[src/rtl/pdxd_pkg.sv]
// shared types, constants and key table of the packet deframer with xor descrambler
package pdxd_pkg;

  localparam int unsigned DataW  = 8;
  localparam int unsigned WordW  = 16;
  localparam int unsigned KeyIdxW = 3;

  localparam logic [WordW-1:0] MinLength = 16'd4;
  localparam logic [WordW-1:0] XorFirst  = 16'd2;
  localparam logic [DataW-1:0] ScrambleMark = 8'd1;

  typedef enum logic [2:0] {
    ROLE_LEN_LO  = 3'd0,
    ROLE_LEN_HI  = 3'd1,
    ROLE_OP_LO   = 3'd2,
    ROLE_OP_HI   = 3'd3,
    ROLE_PAYLOAD = 3'd4,
    ROLE_DROPPED = 3'd5
  } role_e;

  typedef struct packed {
    logic [WordW-1:0] payload_index;
    logic [WordW-1:0] opcode_value;
    logic [DataW-1:0] data_out;
    logic             length_error;
    logic             packet_end;
    role_e            byte_role;
  } res_t;

  function automatic logic [DataW-1:0] key_byte(input logic [KeyIdxW-1:0] idx);
    logic [DataW-1:0] k;
    unique case (idx)
      3'd0: k = 8'hb1;
      3'd1: k = 8'he1;
      3'd2: k = 8'hd2;
      3'd3: k = 8'hc4;
      3'd4: k = 8'h4a;
      3'd5: k = 8'h2f;
      3'd6: k = 8'h6b;
      3'd7: k = 8'h22;
      default: k = 8'h00;
    endcase
    return k;
  endfunction

endpackage

[src/rtl/pdxd_core.sv]
// framing state and per-byte role, opcode, index and descramble logic
module pdxd_core (
  input  logic                           clk_i,
  input  logic                           rst_ni,
  input  logic                           en_i,
  input  logic [pdxd_pkg::DataW-1:0]     byte_i,
  input  logic                           start_i,
  output pdxd_pkg::res_t                 res_o
);

  pdxd_pkg::role_e                   phase_q, phase_d;
  logic [pdxd_pkg::WordW-1:0]        total_q, total_d;
  logic [pdxd_pkg::WordW-1:0]        opcode_q, opcode_d;
  logic [pdxd_pkg::WordW-1:0]        count_q, count_d;
  logic                              scram_q, scram_d;
  logic                              drop_q, drop_d;

  pdxd_pkg::role_e                   ph;
  logic [pdxd_pkg::WordW-1:0]        len_full;
  logic [pdxd_pkg::WordW-1:0]        op_full;
  logic [pdxd_pkg::WordW:0]          idx_ext;
  logic [pdxd_pkg::WordW:0]          tot_ext;
  logic [pdxd_pkg::KeyIdxW-1:0]      key_idx;
  logic                              in_xor;
  logic                              last_pl;

  always_comb begin
    ph       = start_i ? pdxd_pkg::ROLE_LEN_LO : phase_q;
    len_full = {byte_i, total_q[7:0]};
    op_full  = {byte_i, opcode_q[7:0]};
    idx_ext  = {1'b0, count_q};
    tot_ext  = {1'b0, total_q};
    key_idx  = count_q[pdxd_pkg::KeyIdxW-1:0] - pdxd_pkg::XorFirst[pdxd_pkg::KeyIdxW-1:0];
    in_xor   = scram_q && (count_q >= pdxd_pkg::XorFirst) && (idx_ext + 17'd7 <= tot_ext);
    last_pl  = (idx_ext + {1'b0, pdxd_pkg::MinLength} + 17'd1) >= tot_ext;

    phase_d  = ph;
    total_d  = total_q;
    opcode_d = opcode_q;
    count_d  = count_q;
    scram_d  = scram_q;
    drop_d   = drop_q & ~start_i;

    res_o.data_out      = byte_i;
    res_o.byte_role     = ph;
    res_o.opcode_value  = '0;
    res_o.payload_index = '0;
    res_o.packet_end    = 1'b0;
    res_o.length_error  = 1'b0;

    if (drop_d) begin
      res_o.byte_role = pdxd_pkg::ROLE_DROPPED;
    end else begin
      unique case (ph)
        pdxd_pkg::ROLE_LEN_LO: begin
          total_d = {8'h00, byte_i};
          phase_d = pdxd_pkg::ROLE_LEN_HI;
        end
        pdxd_pkg::ROLE_LEN_HI: begin
          total_d = len_full;
          if (len_full < pdxd_pkg::MinLength) begin
            res_o.length_error = 1'b1;
            drop_d  = 1'b1;
            phase_d = pdxd_pkg::ROLE_LEN_LO;
          end else begin
            phase_d = pdxd_pkg::ROLE_OP_LO;
          end
        end
        pdxd_pkg::ROLE_OP_LO: begin
          opcode_d = {8'h00, byte_i};
          phase_d  = pdxd_pkg::ROLE_OP_HI;
        end
        pdxd_pkg::ROLE_OP_HI: begin
          opcode_d           = op_full;
          res_o.opcode_value = op_full;
          count_d            = '0;
          scram_d            = 1'b0;
          if (total_q == pdxd_pkg::MinLength) begin
            res_o.packet_end = 1'b1;
            phase_d          = pdxd_pkg::ROLE_LEN_LO;
          end else begin
            phase_d = pdxd_pkg::ROLE_PAYLOAD;
          end
        end
        default: begin
          res_o.byte_role     = pdxd_pkg::ROLE_PAYLOAD;
          res_o.opcode_value  = opcode_q;
          res_o.payload_index = count_q;
          if (count_q == '0) begin
            scram_d = (byte_i == pdxd_pkg::ScrambleMark);
          end else if (in_xor) begin
            res_o.data_out = byte_i ^ pdxd_pkg::key_byte(key_idx);
          end
          if (last_pl) begin
            res_o.packet_end = 1'b1;
            phase_d          = pdxd_pkg::ROLE_LEN_LO;
          end
          count_d = count_q + 16'd1;
        end
      endcase
    end
  end

  always_ff @(posedge clk_i or negedge rst_ni) begin
    if (!rst_ni) begin
      phase_q  <= pdxd_pkg::ROLE_LEN_LO;
      total_q  <= '0;
      opcode_q <= '0;
      count_q  <= '0;
      scram_q  <= 1'b0;
      drop_q   <= 1'b0;
    end else if (en_i) begin
      phase_q  <= phase_d;
      total_q  <= total_d;
      opcode_q <= opcode_d;
      count_q  <= count_d;
      scram_q  <= scram_d;
      drop_q   <= drop_d;
    end
  end

endmodule

[src/rtl/packet_deframer_xor_descrambler.sv]
// top level: input beat register, framing core and result register
//
//  channel  dir  tdata (low bit up)                          tuser (low bit up)   tlast
//  s_axis   in   data_in[7:0]                                 buffer_start[0]      -
//  m_axis   out  data_out[7:0] opcode_value[23:8]             byte_role[2:0]       packet_end
//                payload_index[39:24]                         length_error[3]
//
// one beat per cycle sustained while m_axis is ready
// the input register feeds the framing logic, whose result lands in the output register
// both registers advance together whenever the output register is empty or being taken
// a stalled m_axis holds both registers and drops s_axis_tready once the input one is full
// reset empties both registers and restarts framing at a length low byte
module packet_deframer_xor_descrambler (
  input  logic        clk_i,
  input  logic        rst_ni,
  input  logic        s_axis_tvalid,
  output logic        s_axis_tready,
  input  logic [7:0]  s_axis_tdata,   // data_in
  input  logic [0:0]  s_axis_tuser,   // buffer_start
  output logic        m_axis_tvalid,
  input  logic        m_axis_tready,
  output logic [39:0] m_axis_tdata,   // data_out, opcode_value, payload_index
  output logic [3:0]  m_axis_tuser,   // byte_role, length_error
  output logic        m_axis_tlast    // packet_end
);

  logic                          in_vld_q;
  logic [pdxd_pkg::DataW-1:0]    in_byte_q;
  logic                          in_start_q;
  logic                          out_vld_q;
  pdxd_pkg::res_t                out_q;
  pdxd_pkg::res_t                res;
  logic                          adv;
  logic                          fire;

  assign adv           = !out_vld_q || m_axis_tready;
  assign fire          = adv && in_vld_q;
  assign s_axis_tready = !in_vld_q || adv;

  pdxd_core u_core (
    .clk_i   (clk_i),
    .rst_ni  (rst_ni),
    .en_i    (fire),
    .byte_i  (in_byte_q),
    .start_i (in_start_q),
    .res_o   (res)
  );

  always_ff @(posedge clk_i or negedge rst_ni) begin
    if (!rst_ni) begin
      in_vld_q  <= 1'b0;
      out_vld_q <= 1'b0;
    end else begin
      if (s_axis_tready) begin
        in_vld_q <= s_axis_tvalid;
      end
      if (adv) begin
        out_vld_q <= in_vld_q;
      end
    end
  end

  always_ff @(posedge clk_i) begin
    if (s_axis_tready && s_axis_tvalid) begin
      in_byte_q  <= s_axis_tdata;
      in_start_q <= s_axis_tuser[0];
    end
    if (fire) begin
      out_q <= res;
    end
  end

  assign m_axis_tvalid = out_vld_q;
  assign m_axis_tdata  = {out_q.payload_index, out_q.opcode_value, out_q.data_out};
  assign m_axis_tuser  = {out_q.length_error, out_q.byte_role};
  assign m_axis_tlast  = out_q.packet_end;

endmodule

[config.mk]
export PLATFORM = sky130hd
export DESIGN_NAME = packet_deframer_xor_descrambler
export DESIGN_NICKNAME = d
export VERILOG_FILES = /design/src/rtl/pdxd_pkg.sv /design/src/rtl/pdxd_core.sv /design/src/rtl/packet_deframer_xor_descrambler.sv
export SDC_FILE = /design/constraint.sdc
export NUM_CORES = 1
export LEC_CHECK = 0
export BUFFER_PORTS_ARGS = -buffer_cell sky130_fd_sc_hd__buf_4
export CAP_MARGIN = 20
export CORE_UTILIZATION = 60
export CTS_BUF_LIST = sky130_fd_sc_hd__clkbuf_16
export CTS_CLUSTER_SIZE = 28
export DETAILED_ROUTE_END_ITERATION = 8
export PLACE_DENSITY_LB_ADDON = 0.12
export SLEW_MARGIN = 20
export SYNTH_ARGS = -nofsm -noshare
export SYNTH_HDL_FRONTEND = slang
export SYNTH_SLANG_ARGS = --single-unit
[constraint.sdc]
create_clock -name clk_i -period 5.8 [get_ports clk_i]
set_input_delay 1.16 -clock clk_i [delete_from_list [all_inputs] [get_ports clk_i]]
set_output_delay 1.16 -clock clk_i [all_outputs]
set_load 0.03 [all_outputs]
# After elaboration in Yosys (flattened, before gate mapping)
# Memories as Yosys holds them, arrays and structs flattened.
# Cells that the tools add are included.
dict set report totals {
  ff_bits 109
  latch_bits 0
  ram_bits 0
  mem_bits_ro 64
  inputBits 13
  out_inout_bits 47
  mem_count 1
}
# memory words word_bits read_ports rd_clocked_by_memory_dff write_ports line_no
set memory_table {}
lappend memory_table {{(name not given)} 8 8 1 0 0 pdxd_pkg.sv:32} ;# unique case (idx)
dict set report op_classes {
  addsub 5
  multipliers 0
  div 0
  order_cmp 4
  n_eq_ne 5
  shifts 0
  mux 27
  n_bitwise 8
  n_reduce_logical 23
}
# operator count
set op_table {}
lappend op_table {{one-hot mux 16 bit (2 select lines)} 4}
lappend op_table {{2-to-1 mux 8 bit} 7}
lappend op_table {{adder 16 x 3 -> 17 bit (second input constant)} 2}
lappend op_table {{adder 17 x 1 -> 17 bit (second input constant)} 1}
lappend op_table {{>= comparator 17 x 16 -> 1 bit} 1}
lappend op_table {{less-or-equal comparator 17 x 16 -> 1 bit} 1}
lappend op_table {{adder 16 x 1 -> 16 bit (second input constant)} 1}
lappend op_table {{equality test 16 x 3 -> 1 bit (second input constant)} 1}
lappend op_table {{>= comparator 16 x 2 -> 1 bit (second input constant)} 1}
lappend op_table {{logical NOT 16 bit} 1}
lappend op_table {{less-than comparator 16 x 3 -> 1 bit (second input constant)} 1}
lappend op_table {{2-to-1 mux 3 bit} 4}
lappend op_table {{one-hot mux 3 bit (4 select lines)} 1}
lappend op_table {{AND reduction 4 bit} 3}
lappend op_table {{2-to-1 mux 10 bit} 1}
lappend op_table {{AND reduction 3 bit} 3}
lappend op_table {{equality test 8 x 1 -> 1 bit (second input constant)} 1}
lappend op_table {{bitwise XOR 8 bit} 1}
lappend op_table {{2-to-1 mux 1 bit} 7}
lappend op_table {{equality test 3 x 2 -> 1 bit (second input constant)} 2}
lappend op_table {{inverter 1 bit} 6}
lappend op_table {{nonzero test 2 bit} 3}
lappend op_table {{OR reduction 5 bit} 1}
lappend op_table {{logical AND 1 bit} 4}
lappend op_table {{11 further kinds} 14}

# Depth between registers and ports, before layout
# Gate-level depths: netlist (run 1).
dict set report logic_depth {
  ltp_word 12
  mapped_depth 15
  mapped_depth_nobuf 14
}

# By module
# Synthesis (run 1) repeated with hierarchy kept, for this count alone.
dict set report unflattened {
  hier_cells 553
  hier_area_um2 5962.0
}
# module n_inst cells_each area_each_um2
set modules_own_cells {}
lappend modules_own_cells {pdxd_core 1 491 4236.6}
lappend modules_own_cells {packet_deframer_xor_descrambler 1 62 1725.4}

# Least setup slack after synthesis (run 1)
# Ideal clock, no wire load.
dict set report synth_path {
  path_kind {reg-to-reg}
  start {register u_core.count_q[0] in the netlist's numbering}
  end {register out_q, in the netlist m_axis_tdata[0], data pin}
  setup_ns 0.263
  t_arrival_ns 3.355
  t_required_ns 5.537
  slack_ns 2.181
  path_stages_with_launch 14
  path_buffers 1
  period_less_slack_ns 3.619
  path_cell_list {dfrtp_1 -> clkbuf_1 -> inv_1 -> ha_1 -> nand2b_1 -> nand2b_1 -> nor4_2 -> xor2_1 -> ha_1 -> a21o_1 -> a211o_1 -> a2111oi_4 -> o211ai_1 -> xnor2_1}
}
# element line_no
set synth_rtl {}
lappend synth_rtl {{start, declared} pdxd_core.sv:14} ;# logic [pdxd_pkg::WordW-1:0] count_q, count_d;
lappend synth_rtl {{start signal, assigned} pdxd_core.sv:116} ;# count_q <= count_d;
lappend synth_rtl {{end signal, assigned} packet_deframer_xor_descrambler.sv:69} ;# out_q <= res;
lappend synth_rtl {{end, declared} packet_deframer_xor_descrambler.sv:31} ;# pdxd_pkg::res_t out_q;

==> results of run 1 <==
state kept, by name, indices dropped and copies added (netlist names), 3 cells and up:
register / cells
in_byte_q: 8
m_axis_tuser: 4
u_core.opcode_q: 16
u_core.total_q: 16
u_core.count_q: 16
u_core.phase_q: 3
m_axis_tdata: 40
area by class of cell:
type,count,area (um2),share of cell area [%]
Timing Repair Buffer,61,458,6.66
Clock inverter,7,78.8,1.15
Inverter,25,93.8,1.37
Tap cell,133,166,2.42
Multi-Input combinational cell,423,2850,41.5
Sequential cell,109,3000,43.6
Clock buffer,9,225,3.28
cell usage in the layout (no fill, tap or decap), types with 2 or more instances in the layout:
master      count
clkinvlp_4      2
clkbuf_16       9
nand4b_1        2
nor4_1          6
and3_1          8
mux2_1          4
dfrtp_1        55
clkinv_8        2
nand2_1        71
a21o_1          4
o21bai_1        2
buf_4          61
a21oi_1        25
nand4_1        11
inv_2           2
o211ai_1        7
nor3_1         12
inv_1          23
nor2_1         48
xnor2_1        25
nor3_2          3
nor4_2          2
nand3_1        16
o21ai_1         7
nor2b_1         2
o41ai_1         2
ha_1           40
inv_8           2
edfxtp_1       54
or2_1           2
o31ai_1        10
o21ai_0        33
xor2_1         14
nand2b_1       10
mux2_2         13
and2_1         15
layer usage:
metal,vias to the layer above,part of all wire [%],routed length [um],track usage [%]
met5,-,0,0,0
met4,0,2.8,399,13.1
met3,29,7.0,975,6.44
met2,189,46,6480,44.0
met1,2223,44,6160,40.9
li1,2176,-,-,-
power groups by stage:
stage | logic [W] | registers, W | clock network [W]
5_1_grt | 0.000992 | 0.00110 | 0.000658
3_3_place_gp | 0.000834 | 0.00109 | 0
3_5_place_dp | 0.000865 | 0.00110 | 0
6_report | 0.000887 | 0.00108 | 0.000616
2_1_floorplan | 0.000614 | 0.00109 | 0
4_1_cts | 0.000878 | 0.00108 | 0.000623
logic make-up after synthesis:
family / Yosys count / synth area share [%]
and+or+nand+nor: 220 / 18.3
muxes: 18 / 3.32
DFF: 109 / 49.4
AOI/OAI and AO/OA: 106 / 11.5
xor gates and xnor gates: 39 / 5.62
buffers and inverters: 53 / 3.67
adders and majority gates: 40 / 8.24
final timing paths:
kind | endpoint | slack [ps]
min in group asynchronous | u_core.count_q[15]$_DFFE_PN0P_ | 860
worst max register to register | m_axis_tdata[6]$_DFFE_PP_ | 1710
worst max-delay path | m_axis_tdata[6]$_DFFE_PP_ | 1710
worst min-delay path | u_core.opcode_q[8]$_DFFE_PN0P_ | 490
worst min register to register | u_core.opcode_q[8]$_DFFE_PN0P_ | 490
max in group asynchronous | u_core.opcode_q[9]$_DFFE_PN0P_ | 4460
worst min-delay path, stage by stage (launching register included):
cell,delay [ps]
dfrtp_1,340
nand2_1,40
o21ai_0,60
metrics by stage:
step	hold WS, ps	cells	total power (W)
after CTS	489	767	0.00258
after global placement	462	751	0.00192
after detailed placement	473	751	0.00196
final	487	767	0.00259
after floorplan	450	585	0.00171
after global routing	519	767	0.00275
==> reports/metrics.csv, run 1 <==
metric;value;unit
die_area;10500;um2
clk_latency;360;ps
startpoint;u_core.count_q[0]$_DFFE_PN0P_;
synth.avg_cell_area;10.4;um2
p_sw;0.000995;W
numClockSinks;109;
die_y;103;um
port_buffers;59;
slew_violations;0;
ys_types;64;
fin_crit;4090;ps
end_kind;flip-flop;
crit_fanout;14;
synthArstFlopShare;50.5;%
cts_max_path_buffers;2;
die_w;103;um
synth_nets;638;
cts-resized-gates;0;
setup_violations;0;
synthFlopType;dfrtp_1;
clock.fmax;245;MHz
cp.depth;12;
cts_made_buffers;9;
synth_area;6070;um2
drive_above_1_share;17.0;%
grt_overflow_total;0;
sw_frac_of_total;38.5;%
yosysMostFrequentCell;nand2_1;
placeableCoreArea;9770;um2
grt_use_total;29.3;%
htree_levels;3;
postCtsHoldBufs;0;
rr_startpoint;u_core.count_q[0]$_DFFE_PN0P_;
ys_seq_area_share;49.4;%
ant_nets;0;
diodes;0;
rsz0062_at_grt;no;
synthTopCellsByArea;edfxtp_1, dfrtp_1, ha_1;
dr.first_iter.drc_count;261;
setup_tns;0;ps
cts_root_buf;clkbuf_16;
fin_util;70.3;%
rows;36;
vias;4617;
via_per_inst;6.02;
initial_utilization;62.1;%
cts_tree;built;
synth_top_area_cell;edfxtp_1;
r2r_cells;12;
seq_power_share;41.9;%
critPathKind;flip-flop to flip-flop;
grt_max_degree;56;
p_per_area;376;nW/um2
fill_cells;729;
crit_chain;inv_1 > ha_1 > nand2b_1 > nand2b_1 > nor4_2 > xor2_1 > ha_1 > a21o_1 > a211o_1 > a2111oi_4 > o211ai_1 > xnor2_1;
power_frac_clock;23.8;%
outcome;complete, no violations;
wire_per_inst;18.3;um
cts_setup_buffers;0;
cp_top_family;compound AO/OA/AOI/OAI gates;
cpMaxStageDelayCell;dfrtp_1;
cp-start-kind;flip-flop;
synth_seq_cells;109;
finalWeightedCongestion;0.998;
power.share.combinational;34.3;%
area_delta_synth_final;13.2;%
fin_crit_sh;70.5;%
irDropWorstVdd;0.256;mV
ios;60;
holdPathStages;2;
worst-path-buf-inv;1;
synth_edf_count;54;
worst_pin_slew;995;ps
dp_slack;1730;ps
dp_hpwl;10200;um
hold_violations;0;
yosys.area.top_type_share;26.7;%
nNetsFinal;682;
place_area;6570;um2
p_leak;2.90;nW
maxSlewHeadroom;33.2;%
arrival;4190;ps
layout_setup_ws;1710;ps
hold_start;u_core.opcode_q[8]$_DFFE_PN0P_;
finalInstanceArea;6870;um2
grt_pass1_wl;22800;um
critPathRequiredTime;5900;ps
ys_warn_count;0;
drc_errors;0;
grt_pass1_vias;4377;
finalClockSkew;7.10;ps
internal-power;0.00159;W
syn-instance-count;585;
synth_commonest_cells;nand2_1, dfrtp_1, edfxtp_1;
antenna_found_initial;0;
drv_cap;0;
routed_wl;14000;um
clk_pin_slew;70;ps
drt_first_pass_iters;5;
hp-class;flip-flop to flip-flop;
max_stage_delay;610;ps
Power figures use the tool's default switching activity.
==> run 2, diff against run 1 <==
--- a/config.mk
+++ b/config.mk
@@ -5,6 +5,7 @@
 export SDC_FILE = /design/constraint.sdc
 export NUM_CORES = 1
 export LEC_CHECK = 0
+export ABC_AREA = 1
 export BUFFER_PORTS_ARGS = -buffer_cell sky130_fd_sc_hd__buf_4
 export CAP_MARGIN = 20
 export CORE_UTILIZATION = 60
==> constraint.sdc (replaced) <==
create_clock -name clk_i -period 4.25 [get_ports clk_i]
set_input_delay 0.85 -clock clk_i [delete_from_list [all_inputs] [get_ports clk_i]]
set_output_delay 0.85 -clock clk_i [all_outputs]
set_load 0.03 [all_outputs]
==> reports/metrics.csv, run 2 <==
metric;value;unit
outcome;complete, no violations;
initial_utilization;62.5;%
top_layer;met4;
final_cell_mix;nand2_1, nor2_1, inv_1;
wl_met1;6760;um
dp_hpwl;11100;um
synthArstFlopShare;50.5;%
rows;36;
via_per_inst;5.58;
clock.fmax;291;MHz
hp-class;flip-flop to flip-flop;
grt_use_total;29.2;%
cp-start-kind;flip-flop;
grt_overflow_total;0;
hold_violations;0;
area_delta_synth_final;12.9;%
seq_power_share;36.2;%
r2r_slack;810;ps
synth_nets;757;
largest_reg_flops;40;
cts-resized-gates;0;
postCtsHoldBufs;0;
crit_fanout;10;
cpMaxStageDelayCell;dfrtp_1;
setup_tns;0;ps
cts_made_buffers;9;
drc_errors;0;
yosys.area.top_type_share;26.2;%
drt_first_pass_iters;5;
ys_warn_count;0;
port_buffers;59;
antenna_found_initial;0;
place_area;6720;um2
htree_levels;3;
rsz0062_at_grt;no;
synth_commonest_cells;nand2_1, inv_1, nor2_1;
synth_top_area_cell;edfxtp_1;
dr.first_iter.drc_count;310;
irDropWorstVdd;0.376;mV
synthFlopType;dfrtp_1;
syn-instance-count;704;
layout_commonest_cell;nand2_1;
vias;5013;
p_per_area;624;nW/um2
synth_edf_count;54;
max_stage_delay;500;ps
ys_seq_area_share;48.4;%
dr_wl_met2;6370;um
die_y;104;um
cts_root_buf;clkbuf_16;
power_frac_clock;18.1;%
synth_seq_cells;109;
internal-power;0.00244;W
r2r_cells;17;
min_to;u_core.count_q[11]$_DFFE_PN0P_;
power;0.00437;W
grt_pass1_vias;4822;
critPathKind;flip-flop to flip-flop;
finalInstanceArea;7000;um2
synth.avg_cell_area;8.80;um2
drive_above_1_share;14.1;%
cp_top_family;simple AND/OR/NAND/NOR gates;
diodes;0;
maxSlewHeadroom;38.4;%
ant_nets;0;
cts_tree;built;
sw_frac_of_total;44.1;%
wire_per_inst;16.1;um
clk_pin_slew;70;ps
holdPathStages;1;
drv_cap;0;
worst-path-buf-inv;2;
end_kind;flip-flop;
cts_setup_buffers;0;
wl_met3;935;um
ys_types;40;
critPathRequiredTime;4350;ps
grt_max_degree;56;
setup_violations;0;
clk_latency;350;ps
slew_violations;0;
rr_startpoint;u_core.count_q[0]$_DFFE_PN0P_;
synth_area;6200;um2
yosysMostFrequentCell;nand2_1;
routed_wl;14500;um
worst_pin_slew;921;ps
crit_chain;inv_1 > ha_1 > nand2_4 > nand2_4 > nor2_4 > nand3_1 > xor2_1 > ha_1 > nand2_1 > inv_1 > nand3_1 > nor4_1 > nand3_1 > a21oi_4 > nand2_1 > nand2_1 > nand2_1;
p_leak;3.24;nW
finalWeightedCongestion;0.919;
path_common_cell;nand2_1;
p_sw;0.00192;W
hold_start;u_core.count_q[11]$_DFFE_PN0P_;
grt_pass1_wl;24200;um
numClockSinks;109;
nNetsFinal;813;
placeableCoreArea;9910;um2
cts_max_path_buffers;2;
fin_crit;3440;ps
finalClockSkew;8.38;ps
fin_crit_sh;80.9;%
synthTopCellsByArea;edfxtp_1, dfrtp_1, ha_1;
die_w;104;um
ios;60;
power.share.combinational;45.7;%
die_area;10700;um2
arrival;3540;ps
timing.rr.end;m_axis_tdata[2]$_DFFE_PP_;
[run 2: metal layers]
metal  track usage [%]  vias to the layer above
met2              43.6                      206
met1              42.7                     2328
met5                 0                        -
li1                  -                     2450
met4              11.6                        0
met3              4.66                       29
[run 2: logic make-up (layout without fill, tap and decap cells)]
family	Yosys count	after routing	share of synthesized area, %
AO/OA/AOI/OAI	100	100	9.17
buffers and inverters	114	175	7.43
AND/OR/NAND/NOR	315	315	23.3
XOR/XNOR	26	26	3.68
flip-flops	109	109	48.4
adder cells (fa/ha/maj)	40	40	8.08
[run 2: worst reg2reg max path: stages, from the launching register on]
cell     delay, ps
dfrtp_1        500
inv_1          210
ha_1           330
nand2_4        110
nand2_4         60
nor2_4         190
nand3_1        110
xor2_1         160
ha_1           300
nand2_1         70
inv_1           70
nand3_1         80
nor4_1         220
nand3_1        220
a21oi_4        350
nand2_1        100
nand2_1         70
nand2_1         60
[run 2: how the worst max path moves through the flow]
stage,startpoint,end,slack (ps),cells after the start
final,u_core.count_q[0]$_DFFE_PN0P_,m_axis_tdata[2]$_DFFE_PP_,810,17
after global routing,u_core.count_q[0]$_DFFE_PN0P_,m_axis_tdata[5]$_DFFE_PP_,480,17
after CTS,u_core.count_q[0]$_DFFE_PN0P_,m_axis_tdata[2]$_DFFE_PP_,860,15
after detailed placement,u_core.count_q[0]$_DFFE_PN0P_,m_axis_tdata[2]$_DFFE_PP_,870,15
after global placement,u_core.count_q[0]$_DFFE_PN0P_,m_axis_tdata[2]$_DFFE_PP_,1040,18
after floorplan,m_axis_tready,u_core.count_q[13]$_DFFE_PN0P_,1170,11
[run 2: area by class of cell]
cell class	instances	area [um2]
sequential	109	3000
fill	802	2910
multi-input combinational	481	2740
timing repair buffer	60	450
inverter	99	372
clock buffer	9	225
tap	133	166
clock inverter	7	47.5
[run 2: metrics by stage]
stage / hold slack, ps / worst slack (ps) / std cells / util, %
2_1_floorplan: 458 / 1170 / 704 / -
3_3_place_gp: 478 / 1040 / 882 / 67.9
3_5_place_dp: 498 / 875 / 882 / 67.9
4_1_cts: 509 / 856 / 898 / 70.6
5_1_grt: 531 / 478 / 898 / 70.6
6_report: 509 / 810 / 898 / 70.6
[run 2: power groups by stage]
stage          clock network (W)  logic (W)  registers (W)
6_report                0.000788    0.00200        0.00158
5_1_grt                 0.000841    0.00226        0.00161
4_1_cts                 0.000798    0.00198        0.00157
3_5_place_dp                   0    0.00196        0.00159
3_3_place_gp                   0    0.00192        0.00158
2_1_floorplan                  0    0.00136        0.00165
